<file path="src/sv/lzw_pkg.sv">
// ----------------------------------------------------------------------------
// lzw_pkg
// Shared constants and controller/datapath interface types for the LZW encoder.
// ----------------------------------------------------------------------------
`default_nettype none
package lzw_pkg;
    localparam int MaxCodes = 4096;
    localparam int CodeW    = 12;
    localparam int NfcW     = 13;
    localparam int SymW     = 8;
    localparam int WidW     = 4;
    localparam int RootW    = 8;

    localparam logic [1:0] EMIT_GROUP = 2'd0;
    localparam logic [1:0] EMIT_CLEAR = 2'd1;
    localparam logic [1:0] EMIT_END   = 2'd2;

    typedef struct packed {
        logic       accept;
        logic       init_group;
        logic       take_head;
        logic       step;
        logic       hit;
        logic       emit;
        logic [1:0] emit_sel;
        logic       add1;
        logic       add2;
        logic       clear;
    } t_cmd;

    typedef struct packed {
        logic started;
        logic last;
        logic child_zero;
        logic match;
        logic sib_zero;
        logic emit_ok;
        logic full;
    } t_stat;
endpackage
`default_nettype wire

</file>
<file path="src/sv/lzw_ctrl.sv">
// ----------------------------------------------------------------------------
// lzw_ctrl
// Sequencer: accept, chain walk, entry insert, and code emission per symbol.
// ----------------------------------------------------------------------------
`default_nettype none
module lzw_ctrl (
    input  wire logic           i_clk,
    input  wire logic           i_rst_n,
    input  wire logic           i_valid,
    output logic                o_stall,
    output logic                o_cfg_ready,
    input  wire lzw_pkg::t_stat i_stat,
    output lzw_pkg::t_cmd       o_cmd
);
    import lzw_pkg::*;

    localparam logic [3:0] S_IDLE  = 4'd0;
    localparam logic [3:0] S_START = 4'd1;
    localparam logic [3:0] S_CMP   = 4'd2;
    localparam logic [3:0] S_MISS  = 4'd3;
    localparam logic [3:0] S_ADD1  = 4'd4;
    localparam logic [3:0] S_ADD2  = 4'd5;
    localparam logic [3:0] S_FULL1 = 4'd6;
    localparam logic [3:0] S_FULL2 = 4'd7;
    localparam logic [3:0] S_LASTG = 4'd8;
    localparam logic [3:0] S_END   = 4'd9;

    logic [3:0] r_state;
    logic [3:0] n_state;

    always_comb begin
        n_state = r_state;
        o_cmd   = '0;
        unique case (r_state)
            S_IDLE: begin
                if (i_valid) begin
                    o_cmd.accept = 1'b1;
                    n_state      = S_START;
                end
            end
            S_START: begin
                if (!i_stat.started) begin
                    o_cmd.init_group = 1'b1;
                    n_state = i_stat.last ? S_LASTG : S_IDLE;
                end else begin
                    o_cmd.take_head = 1'b1;
                    n_state = i_stat.child_zero ? S_MISS : S_CMP;
                end
            end
            S_CMP: begin
                if (i_stat.match) begin
                    o_cmd.hit = 1'b1;
                    n_state   = i_stat.last ? S_LASTG : S_IDLE;
                end else begin
                    o_cmd.step = 1'b1;
                    n_state    = i_stat.sib_zero ? S_MISS : S_CMP;
                end
            end
            S_MISS: begin
                if (i_stat.emit_ok) begin
                    o_cmd.emit     = 1'b1;
                    o_cmd.emit_sel = EMIT_GROUP;
                    n_state        = S_ADD1;
                end
            end
            S_ADD1: begin
                o_cmd.add1 = 1'b1;
                n_state    = S_ADD2;
            end
            S_ADD2: begin
                o_cmd.add2 = 1'b1;
                if (i_stat.full) begin
                    n_state = S_FULL1;
                end else begin
                    n_state = i_stat.last ? S_LASTG : S_IDLE;
                end
            end
            S_FULL1: begin
                if (i_stat.emit_ok) begin
                    o_cmd.emit     = 1'b1;
                    o_cmd.emit_sel = EMIT_GROUP;
                    n_state        = S_FULL2;
                end
            end
            S_FULL2: begin
                if (i_stat.emit_ok) begin
                    o_cmd.emit     = 1'b1;
                    o_cmd.emit_sel = EMIT_CLEAR;
                    o_cmd.clear    = 1'b1;
                    n_state        = i_stat.last ? S_END : S_IDLE;
                end
            end
            S_LASTG: begin
                if (i_stat.emit_ok) begin
                    o_cmd.emit     = 1'b1;
                    o_cmd.emit_sel = EMIT_GROUP;
                    n_state        = S_END;
                end
            end
            S_END: begin
                if (i_stat.emit_ok) begin
                    o_cmd.emit     = 1'b1;
                    o_cmd.emit_sel = EMIT_END;
                    o_cmd.clear    = 1'b1;
                    n_state        = S_IDLE;
                end
            end
            default: begin
                n_state = S_IDLE;
            end
        endcase
    end

    always_ff @(posedge i_clk) begin
        if (!i_rst_n) begin
            r_state <= S_IDLE;
        end else begin
            r_state <= n_state;
        end
    end

    assign o_stall     = (r_state != S_IDLE);
    assign o_cfg_ready = (r_state == S_IDLE);
endmodule
`default_nettype wire
</file>
<file path="config.mk">
export PLATFORM = sky130hd
export DESIGN_NAME = lzw_ctrl
export DESIGN_NICKNAME = d
export VERILOG_FILES = /design/src/sv/lzw_pkg.sv /design/src/sv/lzw_ctrl.sv
export SDC_FILE = /design/constraint.sdc
export NUM_CORES = 1
export LEC_CHECK = 0
export ABC_AREA = 1
export ABC_CLOCK_PERIOD_IN_PS = 1700
export BUFFER_PORTS_ARGS = -buffer_cell sky130_fd_sc_hd__buf_4
export CORE_AREA = 8 8 45 47
export CTS_CLUSTER_SIZE = 20
export DETAILED_ROUTE_END_ITERATION = 10
export DIE_AREA = 0 0 53 55
export GPL_ROUTABILITY_DRIVEN = 1
export MAX_ROUTING_LAYER = met4
export PLACE_DENSITY = 0.68
export SYNTH_ARGS = -nofsm -noshare
export SYNTH_HDL_FRONTEND = slang
export SYNTH_SLANG_ARGS = --single-unit
</file>
<file path="constraint.sdc">
create_clock -name i_clk -period 1.7 [get_ports i_clk]
set_clock_uncertainty 0.15 [all_clocks]
set_input_delay 0.255 -clock i_clk [delete_from_list [all_inputs] [get_ports i_clk]]
set_output_delay 0.255 -clock i_clk [all_outputs]
set_load 0.02 [all_outputs]
</file>
==> results.txt <==
The mean post-synth cell area is 5.49 µm². The clock-pin slew of the registers on the worst-case setup and hold paths came out at 0.04 ns. The number of nets in the final layout is 130. The fraction of layout cells with a size suffix above 1 is 0.364. The pin slew with the least headroom to its limit came out at 0.236 ns. The total number of clock tree sinks came out at 4.

The CTS buffer count came out at 3. TritonCTS built the clock tree. The worst-case headroom to the max-slew limit came out at 0.841.

The area of the core region is 0.00138 mm². The CTS H-tree depth came out at 1. The critical-path maximum fanout came out at 6. The tree is rooted in a clkbuf_4.

The number of warnings printed during yosys synthesis came out at 0. STA classifies the critical path endpoint as an output pin. The portion of the clock cycle consumed by the worst path in the final layout is 0.956. The number of placed I/O pins is 23.

The worst hold path belongs to the class input pin to flop. Of the post-synthesis cell area, the dominant cell type holds 0.176. The register with the most flip-flops in the layout has 4 of them. The cell count after synthesis came out at 93.

The number of cells on the worst hold path came out at 3. The required time of the critical path is 1.29 ns. The die covers 0.00292 mm². For this run, design rule violations remaining after detail routing come to 0.

Entering global routing, the biggest net connects 9 pins. The utilization after layout is 0.533. The largest vdd supply drop is 613 µV.

During placement, the flow inserted port buffers numbering 22. The site row count is 14. The critical path arrival is 1.22 ns. The endpoint identified for the worst register-to-register timing path is r_state[2]. The total congestion overflow came out at 0.

In this run the worst setup path terminates at o_cmd[5]. The number of DRC violations after detailed-routing iteration 0 came out at 9. The synthesized design contains 4 register bits. The largest total area in the synthesized netlist belongs to nand2_1. The overall die width came out at 53 µm.

The total via count after detailed routing is 630. The register-to-register setup slack came out at 0.31 ns. OpenSTA, run right after detailed placement, puts the worst setup slack at 0.143 ns. The distinct cell type count of the synthesized netlist is 17. The number of global-route vias before repair is 590.

The minimum setup slack in the final design is 0.0745 ns. The final setup violation count is 0. The remaining antenna violation count after routing came out at 0.

The worst setup path is launched from a flop. The total length of routed wires is 1.49 mm. Before antenna repair, the detailed router went through 4 iterations. The largest incremental delay on the critical path is 0.38 ns. Setup repair after global routing left no endpoint under its margin.

The source of the critical timing path is r_state[1]. The global-route usage over all layers is 0.104. The critical path goes through inv_2 > nor2_4 > nand2_2 > o221ai_1 > nand2_1 > inv_1 > buf_4. After layout, the minimum clock period comes to 1.63 ns. In the synthesized netlist the dominant register cell turns out to be dfxtp_1. Counting cells, the worst reg-to-reg path comes to 6. Dividing total power by cell area gives a power density of 942 mW/mm². The analysis attributes to cell leakage a power of 0.435 nW. The worst register-to-register path begins at r_state[0].

The total count of max-transition violations in the final report is 0. The initial cell density of the core came out at 0.369. The number of synthesized flops with an enable pin came out at 0. The synthesized netlist occupies a cell area of 510 µm². The overall die height is 55 µm. Ranked by flip-flop count, first place goes to r_state. The initial antenna violation count came out at 0.

The count of endpoints failing hold in the final timing report came to 0. In the final layout, the registers with the most flip-flops are r_state x4. Compared with the post-synthesis result, the final layout area differs by 44.6%. The half-perimeter wire length after detailed placement came out at 1.25 mm.

The post-synth net total is 103. The most common cell in the synthesized netlist is nand2_1. For the final routed database, the setup TNS stands at 0 ns.

Ranked by instance count, the synthesized netlist is headed by 24 x nand2_1, 17 x inv_1, 12 x nor2_1. The total inserted antenna cells is 0. The wire length of the first global-routing pass is 2.28 mm. In this run the post-CTS setup repair buffer count came out at 0. The average wire per cell in the routed design is 11.1 µm.

The buffer depth of the longest clock path is 2. For this run, the top clock speed supported by timing is 0.615 GHz. The clock insertion delay at the later pin of the skew report is 0.23 ns. The average via count per standard cell is 4.70.

The number of violations of the max-capacitance limit came out at 0. The worst setup path is of the flop to output pin kind. The congestion estimate from routability-driven global placement came to 0.861. The fraction of the yosys area taken by sequential cells came out at 0.157. The run finished with clean final reports. The fraction of registers with async set/reset is 0. Ranked by total cell area, the synthesized netlist is headed by nand2_1 18%, dfxtp_1 16%, inv_1 13%. For this design, the slowest cell found on the critical path is dfxtp_4.
layout by cell type, fill, tap and decap left out, types with 4 or more instances in the layout:
cell	netlist	routed
nand3_1	7	7
nor2_4	4	5
dfxtp_4	0	4
inv_2	4	4
buf_4	0	22
nand2_1	24	24
o21ai_1	6	6
a21oi_1	5	5
inv_1	17	17
nor2_1	12	12
worst max-delay path, delay by kind of cell (launching register included):
kind / cells / cell delay, ns
flops: 1 / 0.38
simple gates: 3 / 0.28
compound gates: 1 / 0.07
buf+inv: 3 / 0.26
area by class of cell:
cell class | instances | area [µm²]
clock buffers | 3 | 22.5
fillers | 140 | 646
inverters | 21 | 78.8
multi-input cells | 68 | 357
flip-flops and latches | 4 | 95.1
well taps | 16 | 20.0
repair buffers | 22 | 165
kinds of logic (layout without fill, tap and decap cells):
logic type	Yosys count	after routing	share of synthesized area
buffers and inverters	21	46	0.154
and+or+nand+nor	54	54	0.520
AOI/OAI and AO/OA	14	14	0.169
DFF	4	4	0.157
power breakdown:
part	leakage, nW	total, mW	switching [mW]	internal (mW)
sequential	0.0355	0.159	0.0416	0.117
clock	0.0138	0.113	0.0345	0.0787
combinational	0.386	0.423	0.261	0.162
total	0.435	0.696	0.338	0.358
worst min-delay path by stage:
stage                 start    endpoint
floorplan           i_rst_n  r_state[3]
global placement    i_rst_n  r_state[1]
detailed placement  i_rst_n  r_state[1]
CTS                 i_rst_n  r_state[1]
global route        i_rst_n  r_state[1]
finish              i_rst_n  r_state[0]
layer usage:
layer	share of wire	GRT usage
met5	0	-
met4	0	0.0517
met3	0.099	0.0241
met2	0.52	0.193
met1	0.38	0.0986
metrics by stage:
| stage | instance area (µm²) | hold slack, ns | cells | total power [mW] |
|---|---|---|---|---|
| finish | 738 | 0.165 | 134 | 0.696 |
| global route | 738 | 0.182 | 134 | 0.754 |
| CTS | 728 | 0.153 | 134 | 0.704 |
| detailed placement | 696 | 0.397 | 131 | 0.579 |
| global placement | 696 | 0.378 | 131 | 0.574 |
| floorplan | 510 | 0.276 | 93 | 0.430 |
timing repair:
action / in CTS / in global routing
hold buffers: 0 / 0
resized for setup: 5 / 4
setup endpoints to repair: 5 / 2
Power figures use the tool's default switching activity.
